`config.mk`:
```
export PLATFORM = sky130hd
export DESIGN_NAME = des_round_function_core
export DESIGN_NICKNAME = d
export VERILOG_FILES = /design/src/rtl/des_rf_pkg.sv /design/src/rtl/des_rf_f_unit.sv /design/src/rtl/des_round_function_core.sv
export SDC_FILE = /design/constraint.sdc
export NUM_CORES = 1
export LEC_CHECK = 0
export BUFFER_PORTS_ARGS = -buffer_cell sky130_fd_sc_hd__buf_4
export CAP_MARGIN = 20
export CORE_ASPECT_RATIO = 1.75
export CORE_MARGIN = 1
export CORE_UTILIZATION = 60
export CTS_BUF_LIST = sky130_fd_sc_hd__clkbuf_2 sky130_fd_sc_hd__clkbuf_4 sky130_fd_sc_hd__clkbuf_8
export CTS_CLUSTER_DIAMETER = 100
export DETAILED_ROUTE_END_ITERATION = 6
export PLACE_DENSITY_LB_ADDON = 0.15
export SYNTH_ARGS = -nofsm -noshare
export SYNTH_HDL_FRONTEND = slang
export SYNTH_SLANG_ARGS = --single-unit
export TNS_END_PERCENT = 50
```
`constraint.sdc`:
```
create_clock -name clk -period 4.9 [get_ports clk]
set_clock_uncertainty 0.05 [all_clocks]
set_input_delay 1.225 -clock clk [delete_from_list [all_inputs] [get_ports clk]]
set_output_delay 1.225 -clock clk [all_outputs]
set_load 0.1 [all_outputs]
```
`src/rtl/des_rf_pkg.sv`:
```
package des_rf_pkg;

  localparam int HalfW = 32;
  localparam int KeyW  = 48;
  localparam int NumBox = 8;

  typedef logic [HalfW-1:0] half_t;
  typedef logic [KeyW-1:0]  key_t;
  typedef logic [3:0]       nibble_t;
  typedef logic [5:0]       group_t;

  // positions count from 1 at the msb
  localparam logic [5:0] E_TAB [48] = '{
    6'd32, 6'd1,  6'd2,  6'd3,  6'd4,  6'd5,
    6'd4,  6'd5,  6'd6,  6'd7,  6'd8,  6'd9,
    6'd8,  6'd9,  6'd10, 6'd11, 6'd12, 6'd13,
    6'd12, 6'd13, 6'd14, 6'd15, 6'd16, 6'd17,
    6'd16, 6'd17, 6'd18, 6'd19, 6'd20, 6'd21,
    6'd20, 6'd21, 6'd22, 6'd23, 6'd24, 6'd25,
    6'd24, 6'd25, 6'd26, 6'd27, 6'd28, 6'd29,
    6'd28, 6'd29, 6'd30, 6'd31, 6'd32, 6'd1
  };

  localparam logic [5:0] P_TAB [32] = '{
    6'd16, 6'd7,  6'd20, 6'd21, 6'd29, 6'd12, 6'd28, 6'd17,
    6'd1,  6'd15, 6'd23, 6'd26, 6'd5,  6'd18, 6'd31, 6'd10,
    6'd2,  6'd8,  6'd24, 6'd14, 6'd32, 6'd27, 6'd3,  6'd9,
    6'd19, 6'd13, 6'd30, 6'd6,  6'd22, 6'd11, 6'd4,  6'd25
  };

  localparam logic [3:0] S_TAB [8][4][16] = '{
    '{'{4'd14, 4'd4, 4'd13, 4'd1, 4'd2, 4'd15, 4'd11, 4'd8,
        4'd3, 4'd10, 4'd6, 4'd12, 4'd5, 4'd9, 4'd0, 4'd7},
      '{4'd0, 4'd15, 4'd7, 4'd4, 4'd14, 4'd2, 4'd13, 4'd1,
        4'd10, 4'd6, 4'd12, 4'd11, 4'd9, 4'd5, 4'd3, 4'd8},
      '{4'd4, 4'd1, 4'd14, 4'd8, 4'd13, 4'd6, 4'd2, 4'd11,
        4'd15, 4'd12, 4'd9, 4'd7, 4'd3, 4'd10, 4'd5, 4'd0},
      '{4'd15, 4'd12, 4'd8, 4'd2, 4'd4, 4'd9, 4'd1, 4'd7,
        4'd5, 4'd11, 4'd3, 4'd14, 4'd10, 4'd0, 4'd6, 4'd13}},
    '{'{4'd15, 4'd1, 4'd8, 4'd14, 4'd6, 4'd11, 4'd3, 4'd4,
        4'd9, 4'd7, 4'd2, 4'd13, 4'd12, 4'd0, 4'd5, 4'd10},
      '{4'd3, 4'd13, 4'd4, 4'd7, 4'd15, 4'd2, 4'd8, 4'd14,
        4'd12, 4'd0, 4'd1, 4'd10, 4'd6, 4'd9, 4'd11, 4'd5},
      '{4'd0, 4'd14, 4'd7, 4'd11, 4'd10, 4'd4, 4'd13, 4'd1,
        4'd5, 4'd8, 4'd12, 4'd6, 4'd9, 4'd3, 4'd2, 4'd15},
      '{4'd13, 4'd8, 4'd10, 4'd1, 4'd3, 4'd15, 4'd4, 4'd2,
        4'd11, 4'd6, 4'd7, 4'd12, 4'd0, 4'd5, 4'd14, 4'd9}},
    '{'{4'd10, 4'd0, 4'd9, 4'd14, 4'd6, 4'd3, 4'd15, 4'd5,
        4'd1, 4'd13, 4'd12, 4'd7, 4'd11, 4'd4, 4'd2, 4'd8},
      '{4'd13, 4'd7, 4'd0, 4'd9, 4'd3, 4'd4, 4'd6, 4'd10,
        4'd2, 4'd8, 4'd5, 4'd14, 4'd12, 4'd11, 4'd15, 4'd1},
      '{4'd13, 4'd6, 4'd4, 4'd9, 4'd8, 4'd15, 4'd3, 4'd0,
        4'd11, 4'd1, 4'd2, 4'd12, 4'd5, 4'd10, 4'd14, 4'd7},
      '{4'd1, 4'd10, 4'd13, 4'd0, 4'd6, 4'd9, 4'd8, 4'd7,
        4'd4, 4'd15, 4'd14, 4'd3, 4'd11, 4'd5, 4'd2, 4'd12}},
    '{'{4'd7, 4'd13, 4'd14, 4'd3, 4'd0, 4'd6, 4'd9, 4'd10,
        4'd1, 4'd2, 4'd8, 4'd5, 4'd11, 4'd12, 4'd4, 4'd15},
      '{4'd13, 4'd8, 4'd11, 4'd5, 4'd6, 4'd15, 4'd0, 4'd3,
        4'd4, 4'd7, 4'd2, 4'd12, 4'd1, 4'd10, 4'd14, 4'd9},
      '{4'd10, 4'd6, 4'd9, 4'd0, 4'd12, 4'd11, 4'd7, 4'd13,
        4'd15, 4'd1, 4'd3, 4'd14, 4'd5, 4'd2, 4'd8, 4'd4},
      '{4'd3, 4'd15, 4'd0, 4'd6, 4'd10, 4'd1, 4'd13, 4'd8,
        4'd9, 4'd4, 4'd5, 4'd11, 4'd12, 4'd7, 4'd2, 4'd14}},
    '{'{4'd2, 4'd12, 4'd4, 4'd1, 4'd7, 4'd10, 4'd11, 4'd6,
        4'd8, 4'd5, 4'd3, 4'd15, 4'd13, 4'd0, 4'd14, 4'd9},
      '{4'd14, 4'd11, 4'd2, 4'd12, 4'd4, 4'd7, 4'd13, 4'd1,
        4'd5, 4'd0, 4'd15, 4'd10, 4'd3, 4'd9, 4'd8, 4'd6},
      '{4'd4, 4'd2, 4'd1, 4'd11, 4'd10, 4'd13, 4'd7, 4'd8,
        4'd15, 4'd9, 4'd12, 4'd5, 4'd6, 4'd3, 4'd0, 4'd14},
      '{4'd11, 4'd8, 4'd12, 4'd7, 4'd1, 4'd14, 4'd2, 4'd13,
        4'd6, 4'd15, 4'd0, 4'd9, 4'd10, 4'd4, 4'd5, 4'd3}},
    '{'{4'd12, 4'd1, 4'd10, 4'd15, 4'd9, 4'd2, 4'd6, 4'd8,
        4'd0, 4'd13, 4'd3, 4'd4, 4'd14, 4'd7, 4'd5, 4'd11},
      '{4'd10, 4'd15, 4'd4, 4'd2, 4'd7, 4'd12, 4'd9, 4'd5,
        4'd6, 4'd1, 4'd13, 4'd14, 4'd0, 4'd11, 4'd3, 4'd8},
      '{4'd9, 4'd14, 4'd15, 4'd5, 4'd2, 4'd8, 4'd12, 4'd3,
        4'd7, 4'd0, 4'd4, 4'd10, 4'd1, 4'd13, 4'd11, 4'd6},
      '{4'd4, 4'd3, 4'd2, 4'd12, 4'd9, 4'd5, 4'd15, 4'd10,
        4'd11, 4'd14, 4'd1, 4'd7, 4'd6, 4'd0, 4'd8, 4'd13}},
    '{'{4'd4, 4'd11, 4'd2, 4'd14, 4'd15, 4'd0, 4'd8, 4'd13,
        4'd3, 4'd12, 4'd9, 4'd7, 4'd5, 4'd10, 4'd6, 4'd1},
      '{4'd13, 4'd0, 4'd11, 4'd7, 4'd4, 4'd9, 4'd1, 4'd10,
        4'd14, 4'd3, 4'd5, 4'd12, 4'd2, 4'd15, 4'd8, 4'd6},
      '{4'd1, 4'd4, 4'd11, 4'd13, 4'd12, 4'd3, 4'd7, 4'd14,
        4'd10, 4'd15, 4'd6, 4'd8, 4'd0, 4'd5, 4'd9, 4'd2},
      '{4'd6, 4'd11, 4'd13, 4'd8, 4'd1, 4'd4, 4'd10, 4'd7,
        4'd9, 4'd5, 4'd0, 4'd15, 4'd14, 4'd2, 4'd3, 4'd12}},
    '{'{4'd13, 4'd2, 4'd8, 4'd4, 4'd6, 4'd15, 4'd11, 4'd1,
        4'd10, 4'd9, 4'd3, 4'd14, 4'd5, 4'd0, 4'd12, 4'd7},
      '{4'd1, 4'd15, 4'd13, 4'd8, 4'd10, 4'd3, 4'd7, 4'd4,
        4'd12, 4'd5, 4'd6, 4'd11, 4'd0, 4'd14, 4'd9, 4'd2},
      '{4'd7, 4'd11, 4'd4, 4'd1, 4'd9, 4'd12, 4'd14, 4'd2,
        4'd0, 4'd6, 4'd10, 4'd13, 4'd15, 4'd3, 4'd5, 4'd8},
      '{4'd2, 4'd1, 4'd14, 4'd7, 4'd4, 4'd10, 4'd8, 4'd13,
        4'd15, 4'd12, 4'd9, 4'd0, 4'd3, 4'd5, 4'd6, 4'd11}}
  };

  function automatic key_t des_rf_expand(input half_t r);
    key_t e;
    int src;
    e = '0;
    for (int k = 0; k < KeyW; k++) begin
      src = HalfW - int'(E_TAB[k]);
      e[KeyW-1-k] = r[src[4:0]];
    end
    return e;
  endfunction

  function automatic half_t des_rf_permute(input half_t s);
    half_t p;
    int src;
    p = '0;
    for (int k = 0; k < HalfW; k++) begin
      src = HalfW - int'(P_TAB[k]);
      p[HalfW-1-k] = s[src[4:0]];
    end
    return p;
  endfunction

  // row from the outer bits, column from the middle four
  function automatic nibble_t des_rf_sbox(input int box, input group_t grp);
    return S_TAB[box][{grp[5], grp[0]}][grp[4:1]];
  endfunction

  function automatic half_t des_rf_f(input half_t r, input key_t k);
    key_t  x;
    half_t s;
    x = des_rf_expand(r) ^ k;
    s = '0;
    for (int g = 0; g < NumBox; g++) begin
      s[HalfW-1-4*g -: 4] = des_rf_sbox(g, x[KeyW-1-6*g -: 6]);
    end
    return des_rf_permute(s);
  endfunction

endpackage

```
`src/rtl/des_rf_f_unit.sv`:
```
module des_rf_f_unit (
  input  des_rf_pkg::half_t right_half,
  input  des_rf_pkg::key_t  round_key,
  output des_rf_pkg::half_t f_result
);
  import des_rf_pkg::*;

  key_t  mixed;
  half_t subst;

  assign mixed = des_rf_expand(right_half) ^ round_key;

  for (genvar g = 0; g < NumBox; g++) begin : g_box
    assign subst[HalfW-1-4*g -: 4] = des_rf_sbox(g, mixed[KeyW-1-6*g -: 6]);
  end

  assign f_result = des_rf_permute(subst);

endmodule

```
`src/rtl/des_round_function_core.sv`:
```
// channel   | handshake               | payload
// ----------+-------------------------+------------------------------
// input     | start, busy (always low)| in_right_half, in_round_key
// result    | out_valid strobe        | out_f_result
//
// one item per cycle; the result follows the transfer through the
// input register, then e/key xor/s-boxes/p, then result register
// reset clears both valid flags only; data registers are not reset
// the receiver cannot stall: each result stands for one cycle
module des_round_function_core (
  input  logic              clk,
  input  logic              rst_n,
  input  logic              start,
  output logic              busy,
  input  des_rf_pkg::half_t in_right_half,
  input  des_rf_pkg::key_t  in_round_key,
  output logic              out_valid,
  output des_rf_pkg::half_t out_f_result
);
  import des_rf_pkg::*;

  logic  in_vld_r;
  half_t half_r;
  key_t  key_r;
  logic  out_vld_r;
  half_t f_r;
  half_t f_nxt;

  assign busy = 1'b0;

  always_ff @(posedge clk) begin
    if (!rst_n) begin
      in_vld_r  <= 1'b0;
      out_vld_r <= 1'b0;
    end else begin
      in_vld_r  <= start && !busy;
      out_vld_r <= in_vld_r;
    end
  end

  always_ff @(posedge clk) begin
    if (start && !busy) begin
      half_r <= in_right_half;
      key_r  <= in_round_key;
    end
    if (in_vld_r) begin
      f_r <= f_nxt;
    end
  end

  des_rf_f_unit u_f (
    .right_half (half_r),
    .round_key  (key_r),
    .f_result   (f_nxt)
  );

  assign out_valid    = out_vld_r;
  assign out_f_result = f_r;

  a_accept_flows: assert property (@(posedge clk) disable iff (!rst_n)
    (start && !busy) |=> in_vld_r)
    else $error("accepted transfer did not enter the input register");

  a_strobe_follows: assert property (@(posedge clk) disable iff (!rst_n)
    (start && !busy) |=> ##1 out_valid)
    else $error("result strobe missing two cycles after transfer");

  a_result_value: assert property (@(posedge clk) disable iff (!rst_n)
    out_valid |-> out_f_result == des_rf_f($past(in_right_half, 2), $past(in_round_key, 2)))
    else $error("result does not match the round function of its input");

endmodule
```
Word-level counts from Yosys, hierarchy flattened
Cells that the tools add are included.
{"block": "word_totals", "ff_bits": 114, "input_bits": 83, "output_inout_bits": 34}
{"block": "op_classes", "order_cmp": 16, "n_mux": 48, "bitwise_logic": 17}
{"op": "$bmux 64 s2", "count": 8}
{"op": "$mux 64", "count": 16}
{"op": "$bmux 4 s4", "count": 8}
{"op": "$mux 4", "count": 16}
{"op": "$xor 48x48->48", "count": 1}
{"op": "$ge 5x5->1 const B", "count": 8}
{"op": "$not 4->5", "count": 8}
{"op": "$ge 3x3->1 const B", "count": 8}
{"op": "$not 2->3", "count": 8}

Depth between registers and ports, before layout
Gate-level depths: netlist (run 1).
{"block": "depth", "ltp_word": 8, "ltp_mapped": 9}

By module
Synthesis (run 1) repeated with hierarchy kept, for this count alone.
{"block": "unflattened", "hier_cells": 865, "hier_area_um2": 8811.0}
{"mod": "des_rf_f_unit", "n_inst": 1, "cells_per_inst": 747, "area_each_um2": 5383.9, "seq_area_each_um2": 0.0}
{"mod": "des_round_function_core", "n_inst": 1, "cells_per_inst": 118, "area_each_um2": 3427.0, "seq_area_each_um2": 3403.3}

Least setup slack after synthesis (run 1)
Ideal clock, no wire load.
{"block": "synth_path", "path_kind": "reg-to-reg", "from": "register half_r[12]", "to": "register f_r[21] (netlist: out_f_result[21]) (data pin)", "arrival_time_ns": 2.348, "required_time_ns": 4.578, "slack_ns": 2.230, "stages_incl_launch_ff": 8, "n_path_buf": 1, "synth_period_minus_slack_ns": 2.670, "path_cell_list": "edfxtp_1 -> xor2_1 -> ha_1 -> clkbuf_1 -> xnor2_1 -> nand2b_1 -> a21boi_0 -> mux4_2"}
{"block": "synth_between", "elab_chain_cells": 8}
{"item": "from (decl)", "line_no": "des_round_function_core.sv:23", "text": "half_t half_r;"}
{"item": "from (signal assigned)", "line_no": "des_round_function_core.sv:43", "text": "half_r <= in_right_half;"}
{"item": "$xor 48x48->48", "line_no": "des_rf_f_unit.sv:11", "text": "assign mixed = des_rf_expand(right_half) ^ round_key;"}
{"item": "$not 2->3 (not written as such)", "line_no": "des_rf_pkg.sv:122", "text": "return S_TAB[box][{grp[5], grp[0]}][grp[4:1]];"}
{"item": "$bmux 64 s2", "line_no": "des_rf_pkg.sv:122"}
{"item": "$mux 64 (not written as such) (2 in a row)", "line_no": "des_rf_pkg.sv:122"}
{"item": "$bmux 4 s4", "line_no": "des_rf_pkg.sv:122"}
{"item": "$mux 4 (not written as such) (2 in a row)", "line_no": "des_rf_pkg.sv:122"}
{"item": "via f_nxt[21]", "line_no": "des_round_function_core.sv:27", "text": "half_t f_nxt;"}
{"item": "to (signal assigned)", "line_no": "des_round_function_core.sv:47", "text": "f_r <= f_nxt;"}
{"item": "to (decl)", "line_no": "des_round_function_core.sv:26", "text": "half_t f_r;"}
The timed path passes the listed nets, and every way through them passes these cells. The select of a mux whose other input is x is not followed.
A chain may end at the register's enable or synchronous reset.

Worst setup path after layout (run 1)
{"block": "layout_path", "from": "register half_r[27]", "to": "register f_r[1] (netlist: out_f_result[1]) (data pin)"}
The elaborated chain is that of the path after synthesis.

==> results of run 1 <==
==> cells in the final DEF, fill, tap and decap left out, types with 5 or more instances in the layout <==
cell type	synthesis	routed
xnor2_1	53	53
nor2_1	65	65
inv_1	26	26
a21oi_1	39	39
o31ai_1	11	11
buf_4	2	133
xor2_2	5	5
ha_1	59	59
and2_1	5	5
nand2_1	89	89
o21ai_0	41	41
clkinv_2	0	6
o211ai_1	22	22
mux4_2	25	25
nand2b_1	5	5
o311ai_0	7	7
nand3_1	18	18
edfxtp_1	112	112
a211oi_1	30	30
a311oi_1	10	10
mux2i_1	15	15
xnor2_2	5	5
a31oi_1	19	19
o22ai_1	6	6
nor3_1	16	16
xor2_1	29	29
clkbuf_8	0	19
and3_1	5	5
==> power breakdown <==
| group | internal (mW) | switching, mW | total (mW) |
|---|---|---|---|
| combinational | 0.707 | 1.22 | 1.93 |
| sequential | 1.22 | 0.0678 | 1.28 |
| clock | 0.484 | 0.388 | 0.872 |
| total | 2.41 | 1.68 | 4.08 |
==> worst paths after layout <==
kind	endpoint	slack, ns
min	out_f_result[8]$_DFFE_PP_	0.74
max	out_f_result[1]$_DFFE_PP_	1.78
max reg2reg	out_f_result[1]$_DFFE_PP_	1.78
min reg2reg	out_f_result[8]$_DFFE_PP_	0.74
==> state kept, by name, indices dropped and copies added (netlist names) <==
signal / count
half_r: 32
in_vld_r: 1
key_r: 48
out_f_result: 32
out_valid: 1
==> routing by layer <==
metal  vias up  part of all wire  track usage
li1       3371                 -            -
met1      3414              0.35        0.305
met2       369              0.55        0.546
met3        62             0.060       0.0511
met4         0             0.038        0.163
met5         -                 0            0
==> stage by stage <==
step / hold slack [ns] / instance area [um^2] / total power [mW]
3_5_place_dp: 0.723 / 9640 / 3.20
2_1_floorplan: 0.651 / 8600 / 2.75
5_1_grt: 0.814 / 10000 / 4.28
4_1_cts: 0.742 / 10000 / 4.07
3_3_place_gp: 0.702 / 9640 / 3.14
6_report: 0.737 / 10000 / 4.08
==> final cells by class <==
cell class              instances  area, um^2
multi-input cells             644        4920
repair buffers                133         998
inverters                      31         116
well taps                     177         221
clock inverters                11         113
clock buffers                  21         277
flip-flops and latches        114        3400
fillers                      1050        3860
==> cells by family (layout without fill, tap and decap cells) <==
family | after synthesis | in the layout
XOR/XNOR | 92 | 92
flip-flops | 114 | 114
buffers and inverters | 70 | 196
other | 1 | 1
multiplexers | 45 | 45
AND/OR/NAND/NOR | 214 | 214
AO/OA/AOI/OAI | 231 | 231
adder cells (fa/ha/maj) | 61 | 61
==> synthesized netlist by cell type, types with 25 or more instances <==
library cell | number | area [um^2]
nand2_1 | 89 | 334
xor2_1 | 29 | 254
o21ai_0 | 41 | 205
xnor2_1 | 53 | 464
a21oi_1 | 39 | 195
inv_1 | 26 | 97.6
a211oi_1 | 30 | 225
nor2_1 | 65 | 244
clkbuf_1 | 30 | 113
ha_1 | 59 | 738
mux4_2 | 25 | 563
edfxtp_1 | 112 | 3360
==> worst min-delay path, cell delays in order, from the launching register on <==
cell	delay (ns)
edfxtp_1	0.38
xor2_1	0.13
o21ai_0	0.17
==> run_results.csv, run 1 <==
group,metric,value,unit
worst_setup_path,endpoint_kind,"flop",
placed_design,routabilityCongestion,0.925,
synthesis,ys_warn_count,0,
placed_design,portBuffers,115,
layout,layout-drive-gt1-share,0.226,
clock_tree,cts_hold_buf,0,
synthesis,yosys.area_share.adder,0.0882,
worst_setup_path,path_delay_family,"multiplexers",
synthesis,synth_seq_cells,114,
route,drc,0,
worst_setup_path,arrival,3.26,ns
worst_setup_path,startpoint_type,"flop",
sta,worst_slack,1.78,ns
sta,fin_crit,3.12,ns
layout,final_nets,1083,
global_route,grt_max_degree,82,
die,fp.dieH,160,um
clock_tree,cts_resized,0,
sta,final_hold_viol_count,0,
clock_tree,post-cts-setup-buffer-count,0,
sta,setup_tns,0,ns
die,ios,117,
global_route,grt_first_pass_wirelength,34400,um
die,die-width,92.5,um
placed_design,dpl_worst_slack,1.84,ns
synthesis,ys_seq_area_frac,0.396,
worst_setup_path,crit_slowest_cell,"xnor2_1",
worst_setup_path,crit_chain,"xnor2_1, clkinv_1, ha_1, mux4_2, nor2_1, a31oi_1, mux2_2",
clock_tree,root_buffer,"clkbuf_8",
power_and_ir_drop,ir_drop,0.271,mV
die,start_util,0.618,
synthesis,synth_compound_area_frac,0.185,
die,core-area,13900,um^2
route,ant_nets,0,
clock_tree,cts_tree,"done",
sta,setup_viol,0,
clock_tree,cts_max_level,4,
sta,relSlewSlack,0.253,
worst_setup_path,worstSetupPathType,"flop to flop",
worst_setup_path,critPathMaxStageDelay,0.62,ns
clock_tree,insertion_delay,0.44,ns
hold_path,hold_start,"key_r[34]$_DFFE_PP_",
route,avgViaCountPerCell,6.38,
route,vias,7216,
placed_design,dp_cells,1097,
synthesis,synth.area.mux_share,0.0899,
route,wl_per_cell,19.0,um
synthesis,synth_ff_type,"edfxtp_1",
synthesis,synth-simple-area-share,0.106,
worst_setup_path,critPathLaunch,"half_r[27]$_DFFE_PP_",
worst_setup_path,critPathRequiredTime,5.04,ns
synthesis,synth_top_family_by_area,"compound AO/OA/AOI/OAI gates",
layout,diodes,0,
synthesis,synth_enable_flop_cells,112,
worst_setup_path,cp_max_fo,11,
hold_path,hp-class,"flop to flop",
worst_setup_path,cp_num_cells,7,
flow_run,maxCapViolCount,0,
route,finalWirelength,21500,um
clock_tree,path_clk_slew,0.07,ns
clock_tree,clock_sinks,114,
layout,final_core_utilization,0.722,
worst_setup_path,ff2ff_path_depth,7,
die,std_cell_rows,57,
sta,period_share,0.637,
synthesis,synthXorXnorAreaFrac,0.102,
sta,rsz0062_at_grt,"false",
global_route,antenna_found_initial,0,
sta,worstMarginPinSlew,1.12,ns
route,drt_first_pass_iters,5,
worst_setup_path,r2r_start,"half_r[27]$_DFFE_PP_",
synthesis,synth_area,8600,um^2
worst_setup_path,path_buf_inv,1,
hold_path,holdPathStages,2,
layout,area_growth,16.8,%
synthesis,ys_types,62,
global_route,grt_pass1_vias,7234,
global_route,grtUsageTotal,0.294,
die,die_area,14800,um^2
sta,slew_viol_final,0,
run_status,outcome,"complete, no violations",
synthesis,postSynthAreaPerCell,10.4,um^2
clock_tree,cts-buffers-inserted,17,
clock_tree,clockBufferDepth,2,
route,dr.first_iter.drc_count,708,
synthesis,async_reset_ff_frac,0,
synthesis,syn_inst,828,
placed_design,post-dp-hpwl,15500,um
power_and_ir_drop,p_leak,3.88,nW
global_route,gr-total-overflow,0,
power_and_ir_drop,pwr_density_cell,406,nW/um^2
synthesis,synth_fp_nets,970,
layout,fin_cells,1131,
sta,max_freq,320,MHz
Power figures use the tool's default switching activity.
==> run 2: changes to the inputs <==
Settings changed: CORE_UTILIZATION 60 to 55.
Clock period 4.9 ns to 2.8 ns, I/O delays scaled along.
==> run 2 against run 1 <==
  * Wire length rose by 2.1%
  * Final area rose by 3.6%
  * Sequential power rose by 76%
  * Via count rose by 1.9%
  * Total power rose by 82%
  * Largest cell class unchanged
  * Largest power group unchanged
  * Count of clock-buffer cells in the layout did not move
  * Flip-flop and latch count did not move
  * Register-to-register slack got worse by 1.6 ns
==> run_results.csv, run 2 (synthesis results as in run 1) <==
group,metric,value,unit
run_status,outcome,"complete, no violations",
clock_tree,cts_resized,0,
worst_setup_path,crit_slowest_cell,"xor2_1",
route,drc,0,
power_and_ir_drop,p_leak,4.09,nW
clock_tree,cts_hold_buf,0,
layout,mostFrequentLayoutCell,"buf_4",
die,core-area,15300,um^2
global_route,gr-total-overflow,0,
flow_run,maxCapViolCount,0,
worst_setup_path,cp_common_cell,"mux4_2",
route,dr.first_iter.drc_count,601,
clock_tree,clockBufferDepth,2,
global_route,grt_max_degree,40,
worst_setup_path,path_delay_family,"multiplexers",
die,std_cell_rows,60,
layout,fill_cells,1148,
route,drt_first_pass_iters,6,
power_and_ir_drop,p_comb_frac,0.472,
die,start_util,0.562,
sta,period_share,0.942,
route,maxUsedRoutingLayer,"met4",
worst_setup_path,arrival,2.75,ns
layout,final_nets,1123,
clock_tree,root_buffer,"clkbuf_8",
worst_setup_path,cp_max_fo,8,
layout,largest-register,"key_r",
clock_tree,clock_sinks,114,
layout,area_growth,21.0,%
route,met3_length,1110,um
clock_tree,cts_max_level,4,
worst_setup_path,startpoint_type,"flop",
sta,slew_viol_final,0,
sta,setup_tns,0,ns
route,wl_met2,12200,um
die,die_area,16200,um^2
layout,finalInstanceArea,10400,um^2
sta,setup_viol,0,
route,ant_nets,0,
worst_setup_path,critPathRequiredTime,2.91,ns
sta,fin_crit,2.64,ns
worst_setup_path,crit_chain,"xor2_1, inv_1, ha_1, mux4_2, mux4_2",
sta,max_freq,379,MHz
sta,final_hold_viol_count,0,
power_and_ir_drop,internal_power,4.48,mW
route,met1_length,8070,um
global_route,grt_pass1_vias,7353,
placed_design,post-dp-hpwl,16200,um
clock_tree,cts-buffers-inserted,17,
power_and_ir_drop,ir_drop,0.384,mV
layout,diodes,0,
clock_tree,insertion_delay,0.43,ns
layout,seqCellArea,3400,um^2
worst_setup_path,r2r_slack,0.16,ns
sta,worstMarginPinSlew,1.06,ns
global_route,grt_first_pass_wirelength,35000,um
layout,final_core_utilization,0.680,
die,die-width,96.5,um
sta,relSlewSlack,0.290,
power_and_ir_drop,p_sw_frac,0.398,
placed_design,portBuffers,115,
layout,layout_common_cells,"buf_4 (172), edfxtp_1 (112), nand2_1 (89)",
route,wl_per_cell,18.6,um
sta,rsz0062_at_grt,"false",
global_route,antenna_found_initial,0,
route,finalWirelength,21900,um
clock_tree,cts_tree,"done",
layout,largest_reg_flops,48,
placed_design,placed_area,9980,um^2
worst_setup_path,worstSetupPathType,"flop to flop",
route,avgViaCountPerCell,6.23,
power_and_ir_drop,pwr_density_cell,714,nW/um^2
route,vias,7350,
worst_setup_path,path_buf_inv,1,
worst_setup_path,endpoint_kind,"flop",
hold_path,hp-class,"input port to flop",
global_route,grtUsageTotal,0.279,
clock_tree,path_clk_slew,0.08,ns
die,ios,117,
placed_design,routabilityCongestion,0.930,
die,fp.dieH,167,um
layout,layout-drive-gt1-share,0.257,
power_and_ir_drop,pwr-share-clk,0.226,
layout,multi_input_area,4920,um^2
power_and_ir_drop,pwr-share-seq,0.302,
power_and_ir_drop,p_sw,2.96,mW
clock_tree,post-cts-setup-buffer-count,0,
worst_setup_path,critPathMaxStageDelay,0.55,ns
[run 2: cell types whose count changed in the layout (fill, tap and decap cells not counted), sizes merged]
cell / delta
bufinv: +2
clkinv: -2
buf: +40
[run 2: final timing paths]
kind | start | end | cells past startpoint
hold / removal | in_right_half[26] | half_r[26]$_DFFE_PP_ | 1
setup / recovery | half_r[16]$_DFFE_PP_ | out_f_result[29]$_DFFE_PP_ | 5
hold reg to reg | key_r[28]$_DFFE_PP_ | out_f_result[12]$_DFFE_PP_ | 2
setup reg to reg | half_r[16]$_DFFE_PP_ | out_f_result[29]$_DFFE_PP_ | 5
[run 2: cell type report]
cell class	instances	area share
well taps	186	0.0224
flip-flops and latches	114	0.327
clock inverters	11	0.0155
inverters	31	0.0112
multi-input cells	644	0.472
clock buffers	21	0.0254
repair buffers	173	0.126
[run 2: metal layers]
| metal | global-route usage | up-vias |
|---|---|---|
| li1 | - | 3442 |
| met1 | 0.313 | 3544 |
| met2 | 0.503 | 312 |
| met3 | 0.0441 | 52 |
| met4 | 0.121 | 0 |
| met5 | 0 | - |
[run 2: worst register-to-register path, cell delays in order (launching register included)]
cell and delay (ns):
edfxtp_1 0.48, xor2_1 0.55, inv_1 0.14, ha_1 0.27, mux4_2 0.44, mux4_2 0.45
[run 2: metrics by stage]
stage                     worst slack (ns)  total power [mW]  hold slack [ns]  cells
final                                0.163              7.43            0.388   1180
after global routing                0.0342              7.83            0.363   1180
after CTS                            0.174              7.43            0.356   1180
after detailed placement             0.171              5.73            0.767   1148
after global placement               0.259              5.65            0.758   1148
after floorplan                      0.130              4.81            0.651    828
[run 2: power by group through the flow]
stage               logic, mW  clock network (mW)  registers, mW
finish                   3.51                1.68           2.25
global placement         3.37                   0           2.28
CTS                      3.46                1.72           2.25
detailed placement       3.45                   0           2.28
floorplan                1.98                   0           2.82
global route             3.78                1.79           2.27
